===== src/hw/rtl/assert_macros.svh =====
// Assertion macros used by the pixel format converter top level.
`ifndef ASSERT_MACROS_SVH
`define ASSERT_MACROS_SVH

// Check that cond implies expr in the same cycle.
`define ASSERT_IMPLY(label, clk, rst, cond, expr, msg) \
   label: assert property (@(posedge clk) disable iff (rst) (cond) |-> (expr)) \
      else $error(msg);

// Check that cond implies expr in the next cycle.
`define ASSERT_NEXT(label, clk, rst, cond, expr, msg) \
   label: assert property (@(posedge clk) disable iff (rst) (cond) |=> (expr)) \
      else $error(msg);

`endif


===== src/hw/rtl/pfc_pkg.sv =====
// Shared types and constants of the pixel format converter.
package pfc_pkg;

   localparam int MEM_PIXEL_W   = 16;
   localparam int EXT_BYTES_W   = 32;
   localparam int BYTE_COUNT_W  = 3;
   localparam int CSR_INDEX_W   = 8;
   localparam int CSR_DATA_W    = 16;
   localparam int REQ_TDATA_W   = 48;
   localparam int RSP_TDATA_W   = 56;

   // Register indexes
   localparam logic [CSR_INDEX_W-1:0] CSR_MEM_FORMAT     = 8'd0;
   localparam logic [CSR_INDEX_W-1:0] CSR_EXT_FORMAT     = 8'd1;
   localparam logic [CSR_INDEX_W-1:0] CSR_EXT_BIG_ENDIAN = 8'd2;
   localparam logic [CSR_INDEX_W-1:0] CSR_TRANSP_CODE    = 8'd3;

   // Memory formats
   localparam logic MEM_RGB565   = 1'b0;
   localparam logic MEM_ARGB1555 = 1'b1;

   // External formats
   localparam logic [1:0] EXT_RGB24  = 2'd0;
   localparam logic [1:0] EXT_RGB32  = 2'd1;
   localparam logic [1:0] EXT_RGBA32 = 2'd2;

   // Operations
   localparam logic OP_EXPAND = 1'b0;
   localparam logic OP_PACK   = 1'b1;

   localparam logic [MEM_PIXEL_W-1:0]  TRANSP_CODE_RST = 16'd14798;
   localparam logic [BYTE_COUNT_W-1:0] COUNT_THREE     = 3'd3;
   localparam logic [BYTE_COUNT_W-1:0] COUNT_FOUR      = 3'd4;

   typedef struct packed {
      logic                   mem_format;
      logic [1:0]             ext_format;
      logic                   ext_big_endian;
      logic [MEM_PIXEL_W-1:0] transparent_code;
   } cfg_type;

   typedef struct packed {
      logic                   op;
      logic [MEM_PIXEL_W-1:0] mem_pixel;
      logic [EXT_BYTES_W-1:0] ext_bytes;
   } req_item_type;

   typedef struct packed {
      logic [MEM_PIXEL_W-1:0]  mem_pixel_out;
      logic [EXT_BYTES_W-1:0]  ext_bytes_out;
      logic [BYTE_COUNT_W-1:0] byte_count;
   } rsp_item_type;

endpackage


===== src/hw/rtl/pixel_format_converter_unit.sv =====
// Top level of the pixel format converter: stream ports, pipeline registers, checks.
// Converts one pixel per word between a 16-bit memory word (RGB565 or ARGB1555)
// and 3 or 4 external bytes (RGB24, RGB32, RGBA32, in B,G,R,A or A,R,G,B order).
// Every request word gives exactly one response word. The pipeline has two
// register stages, an input register and a result register, with only the
// combinational logic of pfc_core between them, so a word can enter every
// cycle while the response side is not stalled and leaves from the result register.
// The result register lets a new word be taken while a finished one waits.
// Configuration is written through the csr_ port at any time and is always
// ready; change it only while no words are in flight.
`include "assert_macros.svh"
module pixel_format_converter_unit
   import pfc_pkg::*;
(
   input  logic                   clock,
   input  logic                   reset,
   // request stream
   input  logic                   req_tvalid,
   output logic                   req_tready,
   input  logic [REQ_TDATA_W-1:0] req_tdata,  // mem_pixel[15:0], ext_bytes[47:16]
   input  logic [0:0]             req_tuser,  // op[0]
   // response stream
   output logic                   rsp_tvalid,
   input  logic                   rsp_tready,
   output logic [RSP_TDATA_W-1:0] rsp_tdata,  // mem_pixel_out[15:0], ext_bytes_out[47:16],
                                              // byte_count[50:48], zero[55:51]
   // configuration writes
   input  logic                   csr_valid,
   output logic                   csr_ready,
   input  logic [CSR_INDEX_W-1:0] csr_index,
   input  logic [CSR_DATA_W-1:0]  csr_data
);

   cfg_type      cfg;
   req_item_type req_ff;
   req_item_type req_in;
   logic         req_vld_ff;
   logic         req_vld_in;
   rsp_item_type rsp_ff;
   rsp_item_type rsp_in;
   logic         rsp_vld_ff;
   logic         rsp_vld_in;
   rsp_item_type conv;
   logic         rsp_free;
   logic         advance;
   logic         take;

   pfc_csr u_csr (
      .clock     (clock),
      .reset     (reset),
      .csr_valid (csr_valid),
      .csr_ready (csr_ready),
      .csr_index (csr_index),
      .csr_data  (csr_data),
      .cfg       (cfg)
   );

   pfc_core u_core (
      .cfg    (cfg),
      .item   (req_ff),
      .result (conv)
   );

   // The result register can take a word when empty or draining this cycle.
   assign rsp_free   = !rsp_vld_ff || rsp_tready;
   // Advance the input register into the result register.
   assign advance    = req_vld_ff && rsp_free;
   // Take a new request when the input register is empty or moving on.
   assign req_tready = !req_vld_ff || rsp_free;
   assign take       = req_tvalid && req_tready;

   always_comb begin
      req_in     = req_ff;
      req_vld_in = req_vld_ff;
      if (take) begin
         req_in.op        = req_tuser[0];
         req_in.mem_pixel = req_tdata[MEM_PIXEL_W-1:0];
         req_in.ext_bytes = req_tdata[MEM_PIXEL_W+EXT_BYTES_W-1:MEM_PIXEL_W];
         req_vld_in       = 1'b1;
      end else if (advance) begin
         req_vld_in = 1'b0;   // drop the word once it has moved on
      end
   end

   always_comb begin
      rsp_in     = rsp_ff;
      rsp_vld_in = rsp_vld_ff;
      if (advance) begin
         rsp_in     = conv;
         rsp_vld_in = 1'b1;
      end else if (rsp_tready) begin
         rsp_vld_in = 1'b0;
      end
   end

   always_ff @(posedge clock) begin
      if (reset) begin
         req_vld_ff <= 1'b0;
         rsp_vld_ff <= 1'b0;
      end else begin
         req_vld_ff <= req_vld_in;
         rsp_vld_ff <= rsp_vld_in;
      end
   end

   // Payload needs no reset.
   always_ff @(posedge clock) begin
      req_ff <= req_in;
      rsp_ff <= rsp_in;
   end

   assign rsp_tvalid = rsp_vld_ff;
   assign rsp_tdata  = {5'b00000, rsp_ff.byte_count, rsp_ff.ext_bytes_out,
                        rsp_ff.mem_pixel_out};

   `ASSERT_NEXT(a_hold_stalled_input, clock, reset, req_vld_ff && !rsp_free,
      req_vld_ff && $stable(req_ff), "held request word changed or was lost")
   `ASSERT_IMPLY(a_no_take_when_full, clock, reset, req_vld_ff && !rsp_free,
      !req_tready, "request taken while both stages are full")
   `ASSERT_IMPLY(a_one_field_used, clock, reset, rsp_vld_ff,
      rsp_ff.mem_pixel_out == '0 || rsp_ff.ext_bytes_out == '0,
      "both result fields in use")
   `ASSERT_IMPLY(a_byte_count_legal, clock, reset, rsp_vld_ff,
      rsp_ff.byte_count == COUNT_THREE || rsp_ff.byte_count == COUNT_FOUR,
      "byte count out of range")

endmodule


===== src/hw/rtl/pfc_csr.sv =====
// Configuration registers of the pixel format converter.
module pfc_csr
   import pfc_pkg::*;
(
   input  logic                   clock,
   input  logic                   reset,
   input  logic                   csr_valid,
   output logic                   csr_ready,
   input  logic [CSR_INDEX_W-1:0] csr_index,
   input  logic [CSR_DATA_W-1:0]  csr_data,
   output cfg_type                cfg
);

   cfg_type cfg_ff;
   cfg_type cfg_in;
   logic    wr;

   assign csr_ready = 1'b1;
   assign wr        = csr_valid & csr_ready;

   always_comb begin
      cfg_in = cfg_ff;
      if (wr) begin
         case (csr_index)
            CSR_MEM_FORMAT:     cfg_in.mem_format       = csr_data[0];
            CSR_EXT_FORMAT:     cfg_in.ext_format       = csr_data[1:0];
            CSR_EXT_BIG_ENDIAN: cfg_in.ext_big_endian   = csr_data[0];
            CSR_TRANSP_CODE:    cfg_in.transparent_code = csr_data[MEM_PIXEL_W-1:0];
            default:            cfg_in = cfg_ff;   // ignore indexes past the list
         endcase
      end
   end

   always_ff @(posedge clock) begin
      if (reset) begin
         cfg_ff.mem_format       <= MEM_RGB565;
         cfg_ff.ext_format       <= EXT_RGB32;
         cfg_ff.ext_big_endian   <= 1'b0;
         cfg_ff.transparent_code <= TRANSP_CODE_RST;
      end else begin
         cfg_ff <= cfg_in;
      end
   end

   assign cfg = cfg_ff;

endmodule


===== src/hw/rtl/pfc_core.sv =====
// Combinational pack and expand datapath of the pixel format converter.
module pfc_core
   import pfc_pkg::*;
(
   input  cfg_type      cfg,
   input  req_item_type item,
   output rsp_item_type result
);

   logic       three;
   logic       alpha_on;
   logic [7:0] p_r, p_g, p_b, p_a;
   logic [7:0] x_r, x_g, x_b, x_a;
   logic [MEM_PIXEL_W-1:0] packed_word;
   logic [EXT_BYTES_W-1:0] expanded;

   function automatic logic [7:0] widen5(input logic [4:0] v);
      widen5 = {v, v[4:2]};
   endfunction

   function automatic logic [7:0] widen6(input logic [5:0] v);
      widen6 = {v, v[5:4]};
   endfunction

   assign three    = (cfg.ext_format == EXT_RGB24);
   assign alpha_on = (cfg.ext_format == EXT_RGBA32);

   // Pick channels out of the stream bytes.
   always_comb begin
      if (cfg.ext_big_endian) begin
         if (three) begin
            p_a = 8'hff;
            p_r = item.ext_bytes[7:0];
            p_g = item.ext_bytes[15:8];
            p_b = item.ext_bytes[23:16];
         end else begin
            p_a = item.ext_bytes[7:0];
            p_r = item.ext_bytes[15:8];
            p_g = item.ext_bytes[23:16];
            p_b = item.ext_bytes[31:24];
         end
      end else begin
         p_b = item.ext_bytes[7:0];
         p_g = item.ext_bytes[15:8];
         p_r = item.ext_bytes[23:16];
         p_a = three ? 8'hff : item.ext_bytes[31:24];
      end
   end

   always_comb begin
      if (cfg.mem_format == MEM_ARGB1555) begin
         if (alpha_on && (p_a == 8'h00)) begin
            packed_word = cfg.transparent_code;
         end else begin
            packed_word = {1'b1, p_r[7:3], p_g[7:3], p_b[7:3]};
         end
      end else begin
         packed_word = {p_r[7:3], p_g[7:2], p_b[7:3]};
      end
   end

   // Widen channels by repeating their top bits and order them into the stream bytes.
   always_comb begin
      x_b = widen5(item.mem_pixel[4:0]);
      if (cfg.mem_format == MEM_ARGB1555) begin
         x_g = widen5(item.mem_pixel[9:5]);
         x_r = widen5(item.mem_pixel[14:10]);
         x_a = item.mem_pixel[15] ? 8'hff : 8'h00;
      end else begin
         x_g = widen6(item.mem_pixel[10:5]);
         x_r = widen5(item.mem_pixel[15:11]);
         x_a = 8'hff;
      end
      if (cfg.ext_big_endian) begin
         expanded = three ? {8'h00, x_b, x_g, x_r} : {x_b, x_g, x_r, x_a};
      end else begin
         expanded = {(three ? 8'h00 : x_a), x_r, x_g, x_b};
      end
   end

   always_comb begin
      result.byte_count = three ? COUNT_THREE : COUNT_FOUR;
      if (item.op == OP_PACK) begin
         result.mem_pixel_out = packed_word;
         result.ext_bytes_out = '0;
      end else begin
         result.mem_pixel_out = '0;
         result.ext_bytes_out = expanded;
      end
   end

endmodule

===== config.mk =====
export PLATFORM = sky130hd
export DESIGN_NAME = pixel_format_converter_unit
export DESIGN_NICKNAME = d
export VERILOG_FILES = /design/src/hw/rtl/pfc_pkg.sv /design/src/hw/rtl/pixel_format_converter_unit.sv /design/src/hw/rtl/pfc_csr.sv /design/src/hw/rtl/pfc_core.sv
export VERILOG_INCLUDE_DIRS = /design/src /design/src/hw/rtl
export SDC_FILE = /design/constraint.sdc
export NUM_CORES = 1
export LEC_CHECK = 0
export ABC_AREA = 1
export BUFFER_PORTS_ARGS = -buffer_cell sky130_fd_sc_hd__buf_2
export CAP_MARGIN = 40
export CELL_PAD_IN_SITES_DETAIL_PLACEMENT = 1
export CELL_PAD_IN_SITES_GLOBAL_PLACEMENT = 2
export CORE_ASPECT_RATIO = 2
export CORE_MARGIN = 5
export CORE_UTILIZATION = 31
export DETAILED_ROUTE_END_ITERATION = 8
export PLACE_DENSITY = 0.75
export SETUP_SLACK_MARGIN = 0.1
export SYNTH_ARGS = -nofsm -noshare
export SYNTH_HDL_FRONTEND = slang
export SYNTH_SLANG_ARGS = --single-unit

===== constraint.sdc =====
create_clock -name clock -period 3.4 [get_ports clock]
set_input_delay 0.34 -clock clock [delete_from_list [all_inputs] [get_ports clock]]
set_output_delay 0.34 -clock clock [all_outputs]
set_load 0.005 [all_outputs]

Word level (Yosys, flattened, before mapping) --
Cells that the tools add are included.
Word-level totals: bits in registers 122, bits in latches 0, bits in writable memories 0, ROM bits 0, input port bits 78, word-level logic and storage cells 55, memories kept 0
Cells by class: add/subtract/negate cells 0, multipliers 0, divide/modulo/power cells 0, magnitude comparators 0, eq/ne operators 4, shift operators 0, mux-type cells 23, bitwise operators 0, reduce and logical (&&, ||, !) cells 16
Operators with widths (count):
- two-way mux 8 bit | 14
- two-way mux 32 bit | 2
- two-way mux 16 bit | 2
- == test 8 x 2 -> 1 bit (second input constant) | 2
- logical NOT 8 bit | 2
- == test 8 x 1 -> 1 bit (second input constant) | 1
- AND reduction 2 bit | 4
- two-way mux 1 bit | 4
- nonzero test 2 bit | 2
- logical AND 1 bit | 3
- two-way mux 3 bit | 1
- == test 2 bit (second input constant) | 1
- logical NOT 1 bit | 2
- logical NOT 2 bit | 1
- logical OR 1 bit | 2

Depth between registers and ports, before layout --
Gate-level depths: netlist of run 1.
word-level depth 7, depth in mapped cells 10

Hierarchy --
Synthesis of run 1 repeated with hierarchy kept, for this count alone.
Second synthesis, totals: cells, all modules 559, area, all modules 5550.3 µm²
By module, submodules not included:
- pixel_format_converter_unit | instances 1, cells an instance 118, area an instance 3135.5 µm², seq. area each 3042.9 µm²
- pfc_core | instances 1, cells an instance 313, area an instance 1512.7 µm², seq. area each 0.0 µm²
- pfc_csr | instances 1, cells an instance 128, area an instance 902.1 µm², seq. area each 400.4 µm²

Worst setup path before layout of run 1 --
OpenSTA, ideal clock, no wires.
path kind input-to-reg, from input rsp_tready, to register rsp_ff (netlist bit rsp_tdata[0]) (enable), arrival time 2.540 ns, data required time 2.940 ns, path slack 0.400 ns, stages 2, path buffers 0, path through inv_1 > a21oi_1
Between the ends: longest elaborated chain between the ends 2
Ends and longest elaborated chain:
- start: declaration | RTL line pixel_format_converter_unit.sv:24 | input logic rsp_tready,
- logical OR 1 bit | RTL line pixel_format_converter_unit.sv:65 | assign rsp_free = !rsp_vld_ff || rsp_tready;
- logical AND 1 bit | RTL line pixel_format_converter_unit.sv:67 | assign advance = req_vld_ff && rsp_free;
- named net advance | RTL line pixel_format_converter_unit.sv:45 | logic advance;
- end signal: assignment | RTL line pixel_format_converter_unit.sv:109 | rsp_ff <= rsp_in;
- end: declaration | RTL line pixel_format_converter_unit.sv:39 | rsp_item_type rsp_ff;
The timed path passes the listed nets, and every way through them passes these cells. A chain may end at the register's enable or synchronous reset.

Worst setup path after layout of run 1 --
from register u_csr.cfg_ff (netlist bit u_csr.cfg[16]), to register rsp_ff (netlist bit rsp_tdata[2]), data pin
Between the ends: longest elaborated chain between the ends 5
Ends and longest elaborated chain:
- start: declaration | RTL line pfc_csr.sv:14 | cfg_type cfg_ff;
- start signal: assignment | RTL line pfc_csr.sv:41 | cfg_ff <= cfg_in;
- two-way mux 8 bit | RTL line pfc_core.sv:30 | if (cfg.ext_big_endian) begin
- logical NOT 8 bit | RTL line pfc_core.sv:52 | if (alpha_on && (p_a == 8'h00)) begin
- logical AND 1 bit | RTL line pfc_core.sv:52
- two-way mux 16 bit | RTL line pfc_core.sv:52
- two-way mux 16 bit (*) | RTL line pfc_core.sv:51 | if (cfg.mem_format == MEM_ARGB1555) begin
Every way passes the cells marked *; elsewhere a longest branch is shown, timed or not.

==> results of run 1 <==
==> cell type report <==
| class | instances | share of cell area |
|---|---|---|
| Timing Repair Buffer | 136 | 0.115 |
| Clock inverter | 7 | 0.0104 |
| Sequential cell | 111 | 0.506 |
| Clock buffer | 9 | 0.0366 |
| Inverter | 61 | 0.0372 |
| Multi-Input combinational cell | 333 | 0.253 |
| Tap cell | 204 | 0.0415 |
==> metal layers <==
metal / GRT usage / share of wire / vias up
met5: 0 / 0 / -
met1: 0.145 / 0.34 / 1989
met3: 0.0223 / 0.033 / 32
li1: - / - / 2030
met2: 0.320 / 0.58 / 101
met4: 0.0908 / 0.047 / 0
==> layout by cell type, fill, tap and decap left out, types with 2 or more instances in the layout <==
cell type                    count
sky130_fd_sc_hd__clkbuf_16       9
sky130_fd_sc_hd__buf_2         126
sky130_fd_sc_hd__or2_2           6
sky130_fd_sc_hd__clkinv_1        3
sky130_fd_sc_hd__o21ai_0        59
sky130_fd_sc_hd__edfxtp_1       89
sky130_fd_sc_hd__nand3_1        27
sky130_fd_sc_hd__a221oi_1        3
sky130_fd_sc_hd__nand4_1        16
sky130_fd_sc_hd__nor3_1          2
sky130_fd_sc_hd__clkinv_2        3
sky130_fd_sc_hd__clkinvlp_4      2
sky130_fd_sc_hd__a21oi_1        49
sky130_fd_sc_hd__nor2_1         51
sky130_fd_sc_hd__buf_4          10
sky130_fd_sc_hd__conb_1          6
sky130_fd_sc_hd__nand2_1       105
sky130_fd_sc_hd__dfxtp_1        22
sky130_fd_sc_hd__inv_1          58
==> sequential cells by signal, summed over array words and instances (netlist names) <==
signal,count
rsp_tvalid,1
req_ff,45
rsp_tdata,44
req_vld_ff,1
u_csr.cfg,20
==> worst max-delay path by stage <==
stage / to
final: rsp_tdata[2]
after global routing: rsp_tdata[2]
after CTS: rsp_tdata[2]
after detailed placement: rsp_tdata[2]
after global placement: rsp_tdata[4]
after floorplan: rsp_tdata[0]
==> stage by stage <==
| step | setup WS (ns) | hold WS (ns) | instance area [um2] | total power, mW | util |
|---|---|---|---|---|---|
| after CTS | 0.813 | 0.147 | 6150 | 2.85 | 0.380 |
| final | 0.868 | 0.168 | 6150 | 2.81 | 0.380 |
| after global routing | 0.593 | 0.145 | 6150 | 2.93 | 0.380 |
| after detailed placement | 0.827 | 0.466 | 5860 | 1.82 | 0.362 |
| after floorplan | 0.400 | 0.409 | 5100 | 1.70 | - |
| after global placement | 0.949 | 0.457 | 5850 | 1.81 | 0.361 |
==> worst reg2reg max path, cell delays in order (launching register included) <==
cell and delay [ns]:
sky130_fd_sc_hd__dfxtp_1 0.64, sky130_fd_sc_hd__inv_2 0.08, sky130_fd_sc_hd__nor2_1 0.10, sky130_fd_sc_hd__nand3_1 0.07, sky130_fd_sc_hd__nand2_1 0.35, sky130_fd_sc_hd__nand3_1 0.43
sky130_fd_sc_hd__nor2_1 0.50, sky130_fd_sc_hd__nor2_1 0.09, sky130_fd_sc_hd__nor2_1 0.14
==> cell families after synthesis <==
family	after synthesis
compound gates	115
simple gates	212
other cells	2
flops	111
buf+inv	99
==> power by group through the flow <==
| stage | registers (mW) | logic (mW) | clock network, mW |
|---|---|---|---|
| finish | 1.57 | 0.212 | 1.03 |
| floorplan | 1.59 | 0.107 | 0 |
| global placement | 1.60 | 0.211 | 0 |
| global route | 1.57 | 0.240 | 1.11 |
| CTS | 1.57 | 0.219 | 1.07 |
| detailed placement | 1.60 | 0.218 | 0 |
==> results by stage, run 1 <==
Critical path:
- For the worst setup path, the data required time is 3.60 ns.
- The worst setup path is launched from a flop.
- The launching element of the worst setup path is u_csr.cfg[16].
- By instance count, the cell type seen most on the critical path is sky130_fd_sc_hd__nor2_1.
- In this design, the stage delay of the slowest critical-path cell is 0.64 ns.
- The capturing element type of the critical path is a flop.
- The depth of the worst register-to-register path is 8.
- The setup slack of the most critical reg-to-reg path is 0.87 ns.
- The reg-to-reg critical path startpoint is u_csr.cfg[16].
- At the worst endpoint, the arrival time is 2.73 ns.
- The largest delay contributor family on the critical path is simple AND/OR/NAND/NOR gates.
- Along the worst path, the maximum fanout reaches 14.
- Counting buffers and inverters, the worst setup path is 8 cells deep.
- The critical path goes through inv_2 -> nor2_1 -> nand3_1 -> nand2_1 -> nand3_1 -> nor2_1 -> nor2_1 -> nor2_1.
- The critical register-to-register path endpoint is rsp_tdata[2].
- The number of buffers and inverters on the critical path is 1.
- The type of the setup path with the least slack is reg -> reg.
- Among all stages on the critical path, the largest delay is contributed by sky130_fd_sc_hd__dfxtp_1.

Floorplanning:
- From bottom edge to top edge, the die measures 191 um.
- The area of the core is 16200 um2.
- For this configuration, the core starts out at a cell density of 0.314.
- The die covers slightly below 20000 um2.
- The initialized floorplan defines 66 standard-cell rows.
- The die is 101 um wide.
- The number of top-level design ports is 137.

Clocking:
- TritonCTS built the clock tree.
- Post-CTS repair changed the size of 0 cells.
- The number of buffers added by the clock tree synthesis step is 9.
- The clock-pin slew of the registers on the worst-case setup and hold paths is 0.07 ns.
- The number of sinks on the clock net is 111.
- The clock latency on the worst-skew pair is 0.34 ns.
- Once the clock tree was built, the setup fixing pass inserted 0 buffers.
- In this run the clock root is driven by a sky130_fd_sc_hd__clkbuf_16.
- The count of hold buffers inserted by post-cts repair is 0.
- The maximum level of the CTS H-tree is 3.
- No sink is reached through more buffers than the 2 on the longest clock path.

Synthesis:
- The portion of synthesized area spent on multiplexers is 0.
- The simple logic cell fraction of the synthesized area is 0.182.
- The compound-gate portion of the synthesized area is 0.117.
- The dominant combinational cell family by area after synthesis is simple AND/OR/NAND/NOR gates.
- Of the total synthesized cell area, the portion taken by XOR and XNOR cells is 0.
- After synthesis the netlist holds a flip-flop and latch count of 111.
- The netlist area before placement is 5080 um2.
- Dividing the synthesized area by the synthesized cell count gives 9.43 um2.
- The synthesized-area fraction occupied by adder cells is 0.
- By count the netlist is led by 105 x sky130_fd_sc_hd__nand2_1, 89 x sky130_fd_sc_hd__edfxtp_1, 59 x sky130_fd_sc_hd__inv_1, 59 x sky130_fd_sc_hd__o21ai_0, 51 x sky130_fd_sc_hd__nor2_1.
- The number of standard cells after synthesis is about 540.
- The area share of the leading cell type in the synthesized netlist is 0.526.
- In the post-synthesis netlist, the biggest area contributors are sky130_fd_sc_hd__edfxtp_1 53%, sky130_fd_sc_hd__dfxtp_1 8.7%, sky130_fd_sc_hd__nand2_1 7.8%.
- The most numerous cell in the Yosys netlist is sky130_fd_sc_hd__nand2_1.
- The Yosys warning count is 0.
- The share of the yosys chip area belonging to registers is 0.612.
- In this run, synthesis inferred between 80 and 90 flip-flops with an integrated enable.
- The cell taking the most area after synthesis is sky130_fd_sc_hd__edfxtp_1.
- Counting flops with an async set or reset pin after synthesis yields a share of 0.
- The number of library cell types mapped by synthesis is 28.
- The most used flip-flop cell after synthesis is sky130_fd_sc_hd__edfxtp_1.

Power and ir drop:
- Summed over all nets, the switching power comes to 0.622 mW.
- The combinational cell fraction of total power is 0.076.
- Cell internal power was estimated by the tool at 2.18 mW.
- The static power due to leakage is 2.69 nW.
- The switching share of power is 0.222.
- Of the total power, the clock network draws 0.366.
- For this design the ratio of total power to cell area is 456 nW/um2.
- The worst-case vdd ir drop is about 0.00024 V.
- The register share of total power is 0.558.

Finish:
- Counting the fill cells in the layout gives a little under 2000.
- The non-filler instance count after layout is 861.
- The area of the multi-input gates is 1560 um2.
- The number of diodes is 0.
- Relative to the synthesized area, the layout overhead comes to 20.9%.
- In the final layout, the share of cells above drive strength 1 is 0.250.
- The net total in the final layout is 730.
- Registers take 3110 um2.

Route:
- The average routed wire per standard cell is around 17 um.
- The total via count after detailed routing is 4152.
- The detailed router finished its first iteration with 115 violations.
- Dividing the detail-routed via count by the number of cells gives 4.82.
- The count of nets left with antenna violations once routing finished came out at 0.
- The routed wire length is 14.8 mm.
- The first TritonRoute pass finished after 4 iterations.
- The post-route DRC violation count is 0.

Min path:
- Counting instances, the worst hold path has a depth of 1.
- The hold-critical path endpoint is req_ff[6].
- The start point of the worst min-delay path is req_tdata[22].
- The worst hold path belongs to the class in -> reg.

Status:
- The flow ran to the end, and the final reports show no timing, DRC or antenna violations.

Global routing:
- Entering global routing, the biggest net connects 46 pins.
- The number of global-route vias before repair came to 4588.
- The first-pass GRT wire length is 23.2 mm.
- The number of antenna violations at the first check in global routing is 0.
- The total routing resource utilization after global routing is 0.159.
- After global routing the overflow that remains totals 0.

STA:
- The count of final hold-check violations came to 0.
- In this run the tightest slew margin relative to its limit is 0.538.
- The sum of negative setup slack is 0 ns.
- Setup repair after global routing left no endpoint under its margin.
- The part of the cycle the worst path needs is 0.745.
- The final clock skew is roughly 0.0076 ns.
- At the pin with the least slew margin, the transition time is slightly below 0.7 ns.
- For this run, the top clock speed supported by timing is 395 MHz.
- Setup violations remaining at the end of the flow were counted as 0.
- Subtracting the final worst setup slack from the clock period gives between 2 and 3 ns.
- The max-slew violation total from the final report is 0.

Placed design:
- Port buffering added roughly 130 buffers.
- The count of placed standard cells including taps is approximately 850.
- The HPWL after detailed placement is 11.8 mm.
- The routability congestion estimate is 0.870.

Run:
- The max-cap check violation count is 0.
(Power assumes the default switching activity.)
==> run 2, diff against run 1 <==
ABC_AREA = 0   (was 1)
CORE_UTILIZATION = 30   (was 31)
PLACE_DENSITY = 0.71   (was 0.75)
clock period = 2.2 ns   (was 3.4 ns; I/O delays follow)
==> run 2 against run 1 <==
Power rose by 53%. Worst hold slack lost 0.13 ns. Setup slack lost 0.60 ns. Critical path type unchanged. Largest power group unchanged. Highest routed layer unchanged.
==> results by stage, run 2 <==
Clocking:
- The number of resized instances in the post-cts repair step is 0.
- The CTS root buffer is sky130_fd_sc_hd__clkbuf_16.
- CTS built an H-tree with a depth of 3.
- The tree built by TritonCTS fans out to about 110 sinks.
- The TritonCTS clock tree is yes.
- TritonCTS created 9 clock buffers.
- The clock passes through at most 2 buffers.
- The number of setup buffers added after CTS is 0.
- After clock tree synthesis, the flow added hold-fix buffers numbering 0.
- At the later pin of the worst-skew pair, clock insertion delay measures roughly 0.35 ns.
- After clock tree synthesis, the clock-pin slew on the worst setup and hold paths is around 0.080 ns.

Synthesis:
- The average size of a mapped cell is ~12 um2.
- Of all cell types, the one taking the most synthesized area is sky130_fd_sc_hd__edfxtp_1.
- In the post-synthesis netlist, the biggest area contributors are sky130_fd_sc_hd__edfxtp_1 53%, sky130_fd_sc_hd__dfxtp_1 8.8%, sky130_fd_sc_hd__mux2i_1 5.6%.
- The synthesized design contains 111 register bits.
- The most used flip-flop cell after synthesis is sky130_fd_sc_hd__edfxtp_1.
- Counting flops with a built-in enable in the synthesized netlist gives 89.
- After synthesis, the most frequently instantiated cells are 89 x sky130_fd_sc_hd__edfxtp_1, 60 x sky130_fd_sc_hd__nor2_1, 28 x sky130_fd_sc_hd__mux2i_1.
- The cell count after synthesis came out at 412.
- The number of library cell types mapped by synthesis is 50.
- The share of the Yosys chip area taken by registers is 0.622.
- The netlist area before placement is 5000 um2.
- Yosys printed 0 warnings.
- The most numerous cell in the Yosys netlist is sky130_fd_sc_hd__edfxtp_1.
- For this run, asynchronously set or reset flops after synthesis account for 0.
- The area share of the leading cell type in the synthesized netlist is 0.534.

Critical path:
- The worst setup path is launched from a flop.
- The worst setup path is captured at a flop.
- The critical path arrival is 2.03 ns.
- The type of the setup path with the least slack is reg -> reg.
- The worst endpoint required time is 2.31 ns.
- Of all nets on the critical path, the largest fanout is 15.

Route:
- The post-route DRC violation count is 0.
- The total iterations of the first detailed-routing run is 4.
- In the final routed layout, each cell accounts on average for 19.2 um.
- The total via count after detailed routing is 3617.
- Once detail routing completed, the nets flagged for antenna violations numbered 0.
- The DRC marker count from the first detailed-route iteration is 104.
- The routed design has between 10 and 15 mm of wire.
- The average via count per standard cell is 4.89.

Floorplanning:
- The die is 101 um wide.
- The initial utilization of the core area, before any placement, comes to 0.306.
- The die outline height is 193 um.
- approximately 140 I/O pins were placed.
- The die outline area is 19500 um2.
- The number of standard-cell rows in the floorplan is 66.
- The core region is 16400 um2.

Finish:
- req_ff holds more flip-flops than any other register.
- The library cell used most frequently in the layout, excluding fill and tap cells, is sky130_fd_sc_hd__buf_2.
- The flip-flop count of the largest register, all copies and words added is 45.
- The post-layout utilization of the core is 0.373.
- After the last flow step, the layout net total stands at 609.
- Once layout is done, the placed cells without fillers occupy 6100 um2.
- The share of layout cells above drive strength 1 is 0.330.
- The layout overhead on the synthesized area is 21.9%.
- The repair_antennas step left the layout with diodes totalling 0.
- The top cell types in the final layout, fill and taps aside, are 126 x sky130_fd_sc_hd__buf_2, 89 x sky130_fd_sc_hd__edfxtp_1, 60 x sky130_fd_sc_hd__nor2_1.

STA:
- In the finished design, the share of the clock period the worst path needs comes to 0.876.
- The worst-case headroom to the max-slew limit is 0.596.
- The count of final hold-check violations is 0.
- The worst hold slack after final layout is 0.0350 ns.
- At the pin with the least slew margin, the transition time is just over 0.6 ns.
- The maximum achievable frequency is about 520 MHz.
- The setup-violating endpoint count in the final report is 0.
- Setup repair after global routing left no endpoint under its margin.
- Setup total negative slack on the finished layout was measured at 0 ns.
- Between clock sinks in the finished design, the worst skew comes to 0.00722 ns.
- The final critical delay including setup and external delays is 1.93 ns.
- The max-slew violation total from the final report was 0.

Global routing:
- The number of antenna violations at the first check in global routing is 0.
- The number of global-route vias before repair is 3894.
- The pin count of the biggest net entering global routing is between 40 and 50.
- The first global-routing pass estimated 21.2 mm of wire.
- The total routing resource utilization after global routing is 0.148.
- The aggregate global routing overflow is 0.

Placed design:
- At the end of routability-driven placement, the weighted congestion stood at 0.820.
- Summed over all nets, the half-perimeter wirelength after detailed placement is around 11 mm.
- Summing all placed instances gives a cell area of 5810 um2.
- The number of buffer cells added on primary ports is 126.

Power and ir drop:
- Cell internal power was estimated by the tool at 3.29 mW.
- The net switching power figure is ~1.0 mW.
- The worst-case vdd ir drop is 0.000291 V.
- The share of total power dissipated in the clock network is 0.363.
- The switching share of power is 0.234.
- Of the total power, registers draw 0.565.
- The combinational cell fraction of total power is 0.072.
- The cell area power density is approximately 700 nW/um2.
- Summed over all cells, the static leakage comes to 2.45 nW.

Status:
- The run finished with clean final reports.

Min path:
- The tightest min-delay check is of the in -> reg type.

Run:
- Max-cap violations in this run came to 0.
## run 2: final timing paths
kind / slack [ns] / startpoint / to / cells past startpoint
worst min register to register: 0.47 / u_csr.cfg[6] / u_csr.cfg[6] / 1
worst min-delay path: 0.03 / req_tdata[46] / req_ff[30] / 1
worst max-delay path: 0.27 / u_csr.cfg[17] / rsp_tdata[15] / 5
worst max register to register: 0.27 / u_csr.cfg[17] / rsp_tdata[15] / 5
## run 2: final cells by class
class	count	area (um2)
fill	1837	10200
sequential	111	3110
multi-input combinational	246	1600
timing repair buffer	144	778
tap	204	255
clock buffer	9	225
inverter	19	76.3
clock inverter	7	55.1
## run 2: through the flow
step | setup WS (ns) | power [mW] | instances
after floorplan | 0.137 | 2.60 | 416
after global placement | 0.235 | 2.78 | 723
after detailed placement | 0.208 | 2.79 | 724
after CTS | 0.194 | 4.35 | 740
after global routing | 0.139 | 4.48 | 740
final | 0.273 | 4.29 | 740
## run 2: cell families after synthesis
| group | Yosys count | share of synthesized area |
|---|---|---|
| AND/OR/NAND/NOR | 125 | 0.126 |
| flip-flops | 111 | 0.622 |
| AO/OA/AOI/OAI | 83 | 0.120 |
| buffers and inverters | 59 | 0.0647 |
| multiplexers | 32 | 0.0657 |
| other | 2 | 0.00150 |
## run 2: per-layer routing
layer | up-vias | GRT usage | routed length [um]
met5 | - | 0 | 0
met4 | 0 | 0.0829 | 644
li1 | 1739 | - | -
met1 | 1746 | 0.135 | 4680
met3 | 29 | 0.0293 | 595
met2 | 103 | 0.290 | 8270
## run 2: power by group through the flow
| stage | Clock, mW | Sequential, mW | Combinational [mW] |
|---|---|---|---|
| 6_report | 1.56 | 2.43 | 0.309 |
| 5_1_grt | 1.70 | 2.44 | 0.343 |
| 4_1_cts | 1.60 | 2.43 | 0.319 |
| 3_5_place_dp | 0 | 2.48 | 0.317 |
| 3_3_place_gp | 0 | 2.48 | 0.305 |
| 2_1_floorplan | 0 | 2.46 | 0.149 |
## run 2: critical path, stage by stage (launching register included)
cell	delay [ns]
sky130_fd_sc_hd__dfxtp_1	0.59
sky130_fd_sc_hd__or2_1	0.25
sky130_fd_sc_hd__inv_6	0.09
sky130_fd_sc_hd__mux2_4	0.31
sky130_fd_sc_hd__a211o_1	0.30
sky130_fd_sc_hd__o311a_1	0.13
